`src/rtl/ipv4dq_pkg.sv`:
```
`timescale 1ns / 1ps
// ----------------------------------------------------------------------------
// ipv4dq_pkg
// Widths, character codes and limits shared by the dotted-quad parser files.
// ----------------------------------------------------------------------------
package ipv4dq_pkg;

   // payload widths
   localparam int CHAR_W  = 8;
   localparam int ADDR_W  = 32;
   localparam int OCTET_W = 10;

   // parse limits
   localparam logic [OCTET_W-1:0] OCTET_MAX  = 10'd255;
   localparam logic [1:0]         MAX_DIGITS = 2'd3;
   localparam logic [1:0]         LAST_OCTET = 2'd3;

   // character codes
   localparam logic [CHAR_W-1:0] CHAR_DOT   = 8'h2E;
   localparam logic [CHAR_W-1:0] CHAR_SPACE = 8'h20;
   localparam logic [CHAR_W-1:0] CHAR_TAB   = 8'h09;
   localparam logic [CHAR_W-1:0] CHAR_CR    = 8'h0D;
   localparam logic [CHAR_W-1:0] CHAR_ZERO  = 8'h30;
   localparam logic [CHAR_W-1:0] CHAR_NINE  = 8'h39;

   // space, tab, line feed, vertical tab, form feed, carriage return
   function automatic logic is_space(input logic [CHAR_W-1:0] c);
      return (c == CHAR_SPACE) || ((c >= CHAR_TAB) && (c <= CHAR_CR));
   endfunction

   function automatic logic is_digit(input logic [CHAR_W-1:0] c);
      return (c >= CHAR_ZERO) && (c <= CHAR_NINE);
   endfunction

endpackage

```
`src/rtl/ipv4dq_req_if.sv`:
```
`timescale 1ns / 1ps
// ----------------------------------------------------------------------------
// ipv4dq_req_if
// Character channel: one text byte per transfer with an end-of-text mark.
// ----------------------------------------------------------------------------
interface ipv4dq_req_if import ipv4dq_pkg::*; ();

   logic              valid;
   logic              ready;
   logic [CHAR_W-1:0] char_code;
   logic              end_of_text;

   modport source (output valid, char_code, end_of_text, input ready);
   modport sink   (input valid, char_code, end_of_text, output ready);

endinterface

```
`src/rtl/ipv4dq_rsp_if.sv`:
```
`timescale 1ns / 1ps
// ----------------------------------------------------------------------------
// ipv4dq_rsp_if
// Result channel: parsed address and its valid flag, one transfer per string.
// ----------------------------------------------------------------------------
interface ipv4dq_rsp_if import ipv4dq_pkg::*; ();

   logic              valid;
   logic              ready;
   logic [ADDR_W-1:0] address;
   logic              valid_res;

   modport source (output valid, address, valid_res, input ready);
   modport sink   (input valid, address, valid_res, output ready);

endinterface

```
`src/rtl/ipv4_dotted_quad_parser_top.sv`:
```
`timescale 1ns / 1ps
// ----------------------------------------------------------------------------
// ipv4_dotted_quad_parser_top
// Parses a dotted-decimal IPv4 address from a stream of text characters.
// ----------------------------------------------------------------------------
// Usage
//  - req_if carries one character per transfer; end_of_text marks the final
//    character of a string. Leading and trailing whitespace is allowed.
//  - rsp_if carries one result per string, produced for the end-marked
//    character: the 32-bit address (first octet in bits 31..24) and
//    valid_res. An ill-formed string gives address 0 and valid_res 0.
//  - Throughput: one character per cycle, unless an end-marked character
//    waits on a full result register. The parse state update is a single
//    shallow step (digit times ten plus digit, compare to 255).
//  - Path: a character waits in the input register; the result for an
//    end-marked character moves on to the output register, then to rsp_if.
//  - A stalled receiver holds the result register; characters that do not
//    end a string keep flowing, and the input register only waits when an
//    end-marked character finds the result register still full.
//  - Synchronous reset empties both registers and returns the parser to
//    leading whitespace; the block is ready in the cycle after reset.
// ----------------------------------------------------------------------------
module ipv4_dotted_quad_parser_top import ipv4dq_pkg::*; (
   input logic          clock,
   input logic          reset,
   ipv4dq_req_if.sink   req_if,
   ipv4dq_rsp_if.source rsp_if
);

   typedef enum logic [1:0] {
      PH_LEAD,
      PH_OCTET,
      PH_TRAIL
   } phase_type;

   // input register
   logic              s1_valid_ff;
   logic [CHAR_W-1:0] s1_char_ff;
   logic              s1_eot_ff;

   // parse state
   phase_type          phase_ff,    phase_in;
   logic [1:0]         octet_idx_ff, octet_idx_in;
   logic [1:0]         digit_cnt_ff, digit_cnt_in;
   logic [OCTET_W-1:0] octet_val_ff, octet_val_in;
   logic [23:0]        addr_acc_ff,  addr_acc_in;
   logic               failed_ff,    failed_in;

   // result register
   logic              rsp_valid_ff;
   logic [ADDR_W-1:0] rsp_addr_ff, rsp_addr_in;
   logic              rsp_ok_ff,   rsp_ok_in;

   logic               out_free;
   logic               s1_go;
   logic               req_fire;
   logic               ch_space;
   logic               ch_digit;
   logic [3:0]         digit_val;
   logic [13:0]        prod_full;
   logic [OCTET_W-1:0] prod;

   // handshake
   assign out_free     = !rsp_valid_ff || rsp_if.ready;
   assign s1_go        = s1_valid_ff && (!s1_eot_ff || out_free);
   assign req_if.ready = !s1_valid_ff || s1_go;
   assign req_fire     = req_if.valid && req_if.ready;

   assign rsp_if.valid     = rsp_valid_ff;
   assign rsp_if.address   = rsp_addr_ff;
   assign rsp_if.valid_res = rsp_ok_ff;

   // character classes and decimal accumulate
   assign ch_space  = is_space(s1_char_ff);
   assign ch_digit  = is_digit(s1_char_ff);
   assign digit_val = s1_char_ff[3:0];
   assign prod_full = {1'b0, octet_val_ff, 3'b000} + {3'b000, octet_val_ff, 1'b0}
                    + {10'd0, digit_val};
   assign prod      = prod_full[OCTET_W-1:0];

   // next parse state for the character in the input register
   always_comb begin
      phase_in     = phase_ff;
      octet_idx_in = octet_idx_ff;
      digit_cnt_in = digit_cnt_ff;
      octet_val_in = octet_val_ff;
      addr_acc_in  = addr_acc_ff;
      failed_in    = failed_ff;
      if (!failed_ff) begin
         unique case (phase_ff)
            PH_LEAD: begin
               if (ch_digit) begin
                  phase_in     = PH_OCTET;
                  digit_cnt_in = 2'd1;
                  octet_val_in = {6'd0, digit_val};
               end else if (!ch_space) begin
                  failed_in = 1'b1;
               end
            end
            PH_OCTET: begin
               priority if (ch_digit) begin
                  if (digit_cnt_ff >= MAX_DIGITS) begin
                     failed_in = 1'b1;
                  end else begin
                     digit_cnt_in = digit_cnt_ff + 2'd1;
                     octet_val_in = prod;
                     if (prod > OCTET_MAX) failed_in = 1'b1;
                  end
               end else if (s1_char_ff == CHAR_DOT) begin
                  if (digit_cnt_ff == 2'd0 || octet_idx_ff == LAST_OCTET) begin
                     failed_in = 1'b1;
                  end else begin
                     addr_acc_in  = {addr_acc_ff[15:0], octet_val_ff[7:0]};
                     octet_idx_in = octet_idx_ff + 2'd1;
                     digit_cnt_in = 2'd0;
                     octet_val_in = '0;
                  end
               end else if (ch_space && octet_idx_ff == LAST_OCTET
                            && digit_cnt_ff != 2'd0) begin
                  phase_in = PH_TRAIL;
               end else begin
                  failed_in = 1'b1;
               end
            end
            PH_TRAIL: begin
               if (!ch_space) failed_in = 1'b1;
            end
            default: begin
               failed_in = 1'b1;
            end
         endcase
      end
   end

   // result for an end-marked character
   always_comb begin
      rsp_ok_in = !failed_in && octet_idx_in == LAST_OCTET
               && octet_val_in <= OCTET_MAX
               && ((phase_in == PH_OCTET && digit_cnt_in != 2'd0)
                   || phase_in == PH_TRAIL);
      rsp_addr_in = rsp_ok_in ? {addr_acc_in, octet_val_in[7:0]} : '0;
   end

   // registers
   always_ff @(posedge clock) begin
      if (reset) begin
         s1_valid_ff  <= 1'b0;
         rsp_valid_ff <= 1'b0;
         phase_ff     <= PH_LEAD;
         octet_idx_ff <= '0;
         digit_cnt_ff <= '0;
         octet_val_ff <= '0;
         addr_acc_ff  <= '0;
         failed_ff    <= 1'b0;
      end else begin
         // input register
         if (req_fire) begin
            s1_valid_ff <= 1'b1;
            s1_char_ff  <= req_if.char_code;
            s1_eot_ff   <= req_if.end_of_text;
         end else if (s1_go) begin
            s1_valid_ff <= 1'b0;
         end

         // parse state, cleared after the last character
         if (s1_go) begin
            if (s1_eot_ff) begin
               phase_ff     <= PH_LEAD;
               octet_idx_ff <= '0;
               digit_cnt_ff <= '0;
               octet_val_ff <= '0;
               addr_acc_ff  <= '0;
               failed_ff    <= 1'b0;
            end else begin
               phase_ff     <= phase_in;
               octet_idx_ff <= octet_idx_in;
               digit_cnt_ff <= digit_cnt_in;
               octet_val_ff <= octet_val_in;
               addr_acc_ff  <= addr_acc_in;
               failed_ff    <= failed_in;
            end
         end

         // result register
         if (s1_go && s1_eot_ff) begin
            rsp_valid_ff <= 1'b1;
            rsp_addr_ff  <= rsp_addr_in;
            rsp_ok_ff    <= rsp_ok_in;
         end else if (rsp_if.ready) begin
            rsp_valid_ff <= 1'b0;
         end
      end
   end

   // checks
   a_bad_addr_zero: assert property (@(posedge clock) disable iff (reset)
      rsp_valid_ff && !rsp_ok_ff |-> rsp_addr_ff == '0)
      else $error("invalid result carries a non-zero address");

   a_last_loads_rsp: assert property (@(posedge clock) disable iff (reset)
      s1_go && s1_eot_ff |=> rsp_valid_ff)
      else $error("end-marked character produced no result");

   a_state_cleared: assert property (@(posedge clock) disable iff (reset)
      s1_go && s1_eot_ff |=> phase_ff == PH_LEAD && !failed_ff
                              && octet_idx_ff == 2'd0 && digit_cnt_ff == 2'd0)
      else $error("parse state not cleared after end of text");

   a_octet_in_range: assert property (@(posedge clock) disable iff (reset)
      !failed_ff && phase_ff == PH_OCTET |-> octet_val_ff <= OCTET_MAX)
      else $error("octet value above limit without error");

   a_lead_clean: assert property (@(posedge clock) disable iff (reset)
      !failed_ff && phase_ff == PH_LEAD |-> octet_idx_ff == 2'd0 && addr_acc_ff == '0)
      else $error("leading phase with octets already taken");

endmodule

```
`src/flat_wrapper.sv`:
```
// flat-port wrapper written by rule: the top's interface ports become plain ports
module ipv4_dotted_quad_parser_top_flat import ipv4dq_pkg::*;
  (clock, reset, req_if_valid, req_if_char_code, req_if_end_of_text, req_if_ready, rsp_if_valid, rsp_if_address, rsp_if_valid_res, rsp_if_ready);
  ipv4dq_req_if req_if_i ();
  ipv4dq_rsp_if rsp_if_i ();
  input logic clock;
  input logic reset;
  input wire logic [$bits(req_if_i.valid)-1:0] req_if_valid;
  input wire logic [$bits(req_if_i.char_code)-1:0] req_if_char_code;
  input wire logic [$bits(req_if_i.end_of_text)-1:0] req_if_end_of_text;
  output wire logic [$bits(req_if_i.ready)-1:0] req_if_ready;
  output wire logic [$bits(rsp_if_i.valid)-1:0] rsp_if_valid;
  output wire logic [$bits(rsp_if_i.address)-1:0] rsp_if_address;
  output wire logic [$bits(rsp_if_i.valid_res)-1:0] rsp_if_valid_res;
  input wire logic [$bits(rsp_if_i.ready)-1:0] rsp_if_ready;
  assign req_if_i.valid = req_if_valid;
  assign req_if_i.char_code = req_if_char_code;
  assign req_if_i.end_of_text = req_if_end_of_text;
  assign req_if_ready = req_if_i.ready;
  assign rsp_if_valid = rsp_if_i.valid;
  assign rsp_if_address = rsp_if_i.address;
  assign rsp_if_valid_res = rsp_if_i.valid_res;
  assign rsp_if_i.ready = rsp_if_ready;
  ipv4_dotted_quad_parser_top u_core (.clock(clock), .reset(reset), .req_if(req_if_i), .rsp_if(rsp_if_i));
endmodule
```
`config.mk`:
```
export PLATFORM = sky130hd
export DESIGN_NAME = ipv4_dotted_quad_parser_top_flat
export DESIGN_NICKNAME = d
export VERILOG_FILES = /design/src/rtl/ipv4dq_pkg.sv /design/src/rtl/ipv4dq_req_if.sv /design/src/rtl/ipv4dq_rsp_if.sv /design/src/rtl/ipv4_dotted_quad_parser_top.sv /design/src/flat_wrapper.sv
export SDC_FILE = /design/constraint.sdc
export NUM_CORES = 1
export LEC_CHECK = 0
export BUFFER_PORTS_ARGS = -buffer_cell sky130_fd_sc_hd__buf_2
export CORE_ASPECT_RATIO = 2
export CORE_UTILIZATION = 45
export DETAILED_ROUTE_END_ITERATION = 6
export PLACE_DENSITY = 0.73
export SYNTH_ARGS = -nofsm -noshare
export SYNTH_HDL_FRONTEND = slang
export SYNTH_SLANG_ARGS = --single-unit
```
`constraint.sdc`:
```
create_clock -name clock -period 4.4 [get_ports clock]
set_input_delay 1.1 -clock clock [delete_from_list [all_inputs] [get_ports clock]]
set_output_delay 1.1 -clock clock [all_outputs]
set_load 0.05 [all_outputs]
```
==> run metrics, run 1 <==
# diodes=0; die width=72.8 µm; row count=between 50 and 60; pins over their slew limit=0; Max-slew headroom=between 40% and 50%; Placed Cells=around 590; PostCTS Resize Cnt=0; CTS max path bufs=2; # hold bufs at CTS=0; H-tree Lvls=3; crit path max fanout=23; Synth Area per Inst=around 10 µm²; f_max=around 250 MHz; vias in the first global route=roughly 3600; Final Hold Fails=0; Congestion Overflow GR=0; routed vias=3618; DRT Pass-1 Iters=5; most common cell in the netlist=nand2_1; Synth cell types=63; Post-synth EDFFs=42; Comb power frac=5.0%; clock skew=roughly 0.0068 ns; # clock sinks=85; Port-buffer cells=47; Least-Margin Pin Slew=between 0.8 and 0.9 ns; internal power component=1300 µW; status=finished clean; Initial Util=a little under half; mapped cell area=between 4000 and 5000 µm²; global-route wire length before repair=17.6 mm; gr usage total=roughly 22%; top-area cell type share of the netlist area=28.0%; clock latency at the later pin of the worst-skew pair=0.33 ns; wire length on met3=about 430 µm; CTS Root Cell=clkbuf_16; setup TNS=0 ns; top cells by area, synth=edfxtp_1 (28%), dfxtp_1 (19%), a22oi_1 (6.5%); post-synth top area cell=edfxtp_1; Final setup viols=0; classification of the worst-slack hold path=flop to flop; Cells after Synth=approximately 430; Switching Share=around 22%; Non-Filler Instances=609; Final min period=4.02 ns; Psw=roughly 370 µW; Seq pwr share=between 50% and 60%; Post-synth top cells=nand2_1 (66), nor2_1 (56), dfxtp_1 (43); worst vdd ir=~230 µV; Synth Register Bits=between 80 and 90; Routed met1 length=~3.7 mm; die area=10400 µm²; Ys Warns=0; CORE AREA=approximately 10000 µm²; crit path launch type=flop; routed wire length=between 10 and 15 mm; Setup Fix Bufs, Post-CTS=0; part of the cycle the worst path needs=slightly above 90%; Seq/Total Area, Yosys=a little under half; final net count=around 500; RSZ-0062 raised after global routing=no; via/cell ratio=between 5 and 6; antenna violations before repair=0; area delta synth->final=13.6%; fraction of layout cells with a size suffix above 1=roughly a quarter; Crit Path Class=flop to flop; WL met2=between 6 and 7 mm; Post-Syn Nets=461; drt wl/cell=18.0 µm; main flop type after synthesis=dfxtp_1; Finished Core Util=52.5%; hold_ws=0.516 ns; CTS tree=yes; Final ANT Viol Nets=0; Worst Path Arrival=between 4 and 5 ns; Remaining DRCs=0; largest net degree at the start of global routing=between 40 and 50; Top Metal Used=met4; DP HPWL=8.06 mm; clock power share=between 40% and 50%; pwr/cell area=around 330 nW/µm²; die height=between 100 and 150 µm; critical path data required time=around 4.5 ns; ys async rst share=0%; Num CTS Buffers=9; clock-pin slew on the worst setup and hold paths=~0.060 ns; num ports=between 40 and 50; crit end category=flop; max-cap viol count=0; global placer's final weighted congestion=between 1 and 1.5; Leak=~0.0016 µW; DR iter-0 viols=approximately 300
sequential cells by signal (all words and copies together) (netlist names):
| signal | cells |
|---|---|
| u_core.rsp_if.address | 32 |
| u_core.addr_acc_ff | 24 |
| u_core.octet_val_ff | 10 |
| u_core.s1_char_ff | 8 |
| u_core.digit_cnt_ff | 2 |
| u_core.octet_idx_ff | 2 |
| u_core.phase_ff | 2 |
| u_core.failed_ff | 1 |
| u_core.rsp_if.valid | 1 |
| u_core.rsp_if.valid_res | 1 |
| u_core.s1_eot_ff | 1 |
| u_core.s1_valid_ff | 1 |
routing by layer:
layer  vias to the layer above  GRT usage [%]
met5                         -              0
met4                         0           17.8
met3                        48           3.65
met2                       131           41.6
met1                      1749           21.0
li1                       1690              -
cell type report:
cell class	instances	area, µm²
inverter	10	37.5
tap	132	165
sequential	85	2120
multi-input combinational	308	2190
clock inverter	5	58.8
clock buffer	11	233
fill	867	4640
timing repair buffer	58	318
kinds of logic after synthesis:
family                     synth area share (%)
buffers and inverters                      4.44
DFF                                        47.1
xor gates and xnor gates                   1.47
adders and majority gates                  5.05
and+or+nand+nor                            17.7
AOI/OAI and AO/OA                          23.5
muxes                                     0.722
power by group through the flow:
| stage | clock, µW | combinational (µW) | sequential [µW] |
|---|---|---|---|
| global placement | 0 | 82.8 | 864 |
| finish | 744 | 83.7 | 848 |
| CTS | 752 | 83.8 | 847 |
| detailed placement | 0 | 83.8 | 865 |
| floorplan | 0 | 36.0 | 889 |
| global route | 781 | 88.7 | 849 |
worst max-delay path, stage by stage (launching register included):
cell,delay (ns)
dfxtp_1,0.44
inv_1,0.10
fa_1,0.54
inv_1,0.07
fa_1,0.47
a211oi_1,0.27
o21bai_1,0.10
a21oi_1,0.17
xnor2_1,0.10
or3_1,0.31
a211o_2,0.56
buf_4,0.31
a2111oi_2,0.34
placed cells by master (no fill, tap or decap), types with 4 or more instances in the layout:
cell	count
nand2b_1	5
nand2_1	66
dfxtp_1	43
ha_1	15
nor3_1	5
buf_4	11
clkbuf_16	9
a21oi_1	18
o21ai_0	7
edfxtp_1	42
xnor2_1	4
a22oi_1	39
buf_2	47
inv_1	9
nor2_1	55
nor4_2	7
a2111oi_2	19
path summary, 6_finish.rpt:
check / from / endpoint / slack [ns] / cells after the start
max reg2reg: u_core.octet_val_ff[0]$_SDFFE_PP0P_ / u_core.rsp_if.address[22]$_SDFFCE_PN0P_ / 0.38 / 12
min reg2reg: u_core.addr_acc_ff[19]$_SDFFE_PP0P_ / u_core.addr_acc_ff[19]$_SDFFE_PP0P_ / 0.52 / 2
max: u_core.octet_val_ff[0]$_SDFFE_PP0P_ / u_core.rsp_if.address[22]$_SDFFCE_PN0P_ / 0.38 / 12
min: u_core.addr_acc_ff[19]$_SDFFE_PP0P_ / u_core.addr_acc_ff[19]$_SDFFE_PP0P_ / 0.52 / 2
per-stage QoR:
stage | worst slack, ns | area [µm²] | total power [µW]
finish | 0.384 | 5120 | 1680
global route | 0.158 | 5120 | 1720
CTS | 0.388 | 5120 | 1680
detailed placement | 0.409 | 4830 | 948
floorplan | 0.961 | 4510 | 925
global placement | 0.495 | 4830 | 947
(Power assumes the default switching activity.)
==> run 2, diff against run 1 <==
--- a/config.mk
+++ b/config.mk
@@ -7,9 +7,9 @@
 export LEC_CHECK = 0
 export BUFFER_PORTS_ARGS = -buffer_cell sky130_fd_sc_hd__buf_2
 export CORE_ASPECT_RATIO = 2
-export CORE_UTILIZATION = 45
+export CORE_UTILIZATION = 59
 export DETAILED_ROUTE_END_ITERATION = 6
-export PLACE_DENSITY = 0.73
+export PLACE_DENSITY = 0.89
 export SYNTH_ARGS = -nofsm -noshare
 export SYNTH_HDL_FRONTEND = slang
 export SYNTH_SLANG_ARGS = --single-unit
==> run 2 against run 1 <==
Compared with the run above:
- design area down 1.1%
- maximum frequency down 6.5%
- clock-buffer cell count up 1
- critical path depth down 1
- highest routed layer unchanged
- global-route usage up 7.6 points
- cell count down 7.1%
- flip-flop and latch count unchanged
- largest cell class unchanged
- critical path type unchanged
- utilization up 17 points
- sequential power about the same
==> run metrics, run 2 (synthesis gave the netlist of run 1 again) <==
status=finished clean; CTS Root Cell=clkbuf_16; die area=8010 µm²; PostCTS Resize Cnt=0; Port-buffer cells=47; critical path data required time=approximately 4.5 ns; slowest CP cell=a211o_2; part of the cycle the worst path needs=97.6%; Crit Path Class=flop to flop; num ports=between 40 and 50; vias in the first global route=3646; Post-DP Area=4770 µm²; Setup Fix Bufs, Post-CTS=0; Final ANT Viol Nets=0; # diodes=0; f_max=between 200 and 250 MHz; crit path launch type=flop; most frequent cells in the layout=nand2_1 (66), nor2_1 (55), buf_2 (47); CTS max path bufs=2; DR iter-0 viols=436; CORE AREA=~7300 µm²; routed vias=roughly 3700; die height=roughly 130 µm; largest net degree at the start of global routing=45; crit path max fanout=34; DRT Pass-1 Iters=5; routed wire length=roughly 11 mm; Final min period=between 4 and 5 ns; area delta synth->final=12.4%; Final Hold Fails=0; crit-path cells=inv_1 -> fa_1 -> inv_1 -> fa_1 -> a211oi_1 -> o21bai_1 -> a21oi_1 -> xnor2_1 -> or3_1 -> a211o_2 -> a2111oi_0; clock latency at the later pin of the worst-skew pair=approximately 0.33 ns; worst vdd ir=about 210 µV; final net count=499; # hold bufs at CTS=0; H-tree Lvls=3; pins over their slew limit=0; via/cell ratio=about 6.6; row count=44; pwr/cell area=around 330 nW/µm²; Least-Margin Pin Slew=roughly 1.1 ns; die width=roughly 64 µm; fraction of layout cells with a size suffix above 1=between 20% and 30%; DP HPWL=roughly 8 mm; setup TNS=0 ns; Num CTS Buffers=9; gr usage total=30.1%; global-route wire length before repair=approximately 18 mm; Max-slew headroom=between 20% and 30%; CTS tree=yes; Final Cell Area=slightly above 5000 µm²; Worst Path Arrival=4.36 ns; Final setup viols=0; drt wl/cell=19.8 µm; classification of the worst-slack hold path=flop to flop; Remaining DRCs=0; Initial Util=slightly above 60%; Congestion Overflow GR=0; hold_ws=between 0.5 and 0.6 ns; CP peak stage delay=0.65 ns; antenna violations before repair=0; RSZ-0062 raised after global routing=no; max reg flops=32; crit end category=flop; max-cap viol count=0; commonest non-fill, non-tap cell in the layout=nand2_1; Leak=approximately 0.0016 µW; global placer's final weighted congestion=just under 1; clock-pin slew on the worst setup and hold paths=roughly 0.060 ns; # clock sinks=85; clock skew=slightly above 0.007 ns
## run 2: path summary, 6_finish.rpt
check	start	to	slack [ns]	depth (start not counted)
min reg2reg	u_core.addr_acc_ff[19]$_SDFFE_PP0P_	u_core.addr_acc_ff[19]$_SDFFE_PP0P_	0.53	2
max reg2reg	u_core.octet_val_ff[0]$_SDFFE_PP0P_	u_core.rsp_if.address[2]$_SDFFCE_PN0P_	0.10	11
max	u_core.octet_val_ff[0]$_SDFFE_PP0P_	u_core.rsp_if.address[2]$_SDFFCE_PN0P_	0.10	11
min	u_core.addr_acc_ff[19]$_SDFFE_PP0P_	u_core.addr_acc_ff[19]$_SDFFE_PP0P_	0.53	2
## run 2: critical path: cells and delay by family (launching register included)
| kind | cells | cell delay [ns] |
|---|---|---|
| AOI/OAI and AO/OA | 5 | 1.94 |
| DFF | 1 | 0.45 |
| xor gates and xnor gates | 1 | 0.11 |
| and+or+nand+nor | 1 | 0.31 |
| adders and majority gates | 2 | 1.03 |
| buffers and inverters | 2 | 0.16 |
## run 2: where the power goes
| group | switching, µW | leakage (µW) | internal, µW |
|---|---|---|---|
| registers | 7.44 | 0.000681 | 839 |
| clock network | 288 | 0.000143 | 453 |
| logic | 65.2 | 0.000786 | 19.8 |
## run 2: metrics by stage
stage	std cells	power [µW]	setup WS (ns)	utilization, %
6_report	566	1670	0.104	69.2
5_1_grt	566	1720	0.00582	69.2
4_1_cts	566	1680	0.282	69.2
3_5_place_dp	550	948	0.396	65.1
3_3_place_gp	550	946	0.570	65.1
2_1_floorplan	431	925	0.961	-
## run 2: area by class of cell
class	instances	area, µm²
fillers	517	2260
multi-input cells	308	2190
clock inverters	4	47.5
well taps	92	115
inverters	10	37.5
repair buffers	55	308
clock buffers	12	246
flip-flops and latches	85	2120
## run 2: routing by layer
layer / vias to the layer above / track usage, % / part of all wire, %
met4: 0 / 24.2 / 8.5
met2: 205 / 52.1 / 53
met5: - / 0 / 0
li1: 1689 / - / -
met3: 67 / 6.02 / 6.2
met1: 1759 / 30.1 / 32
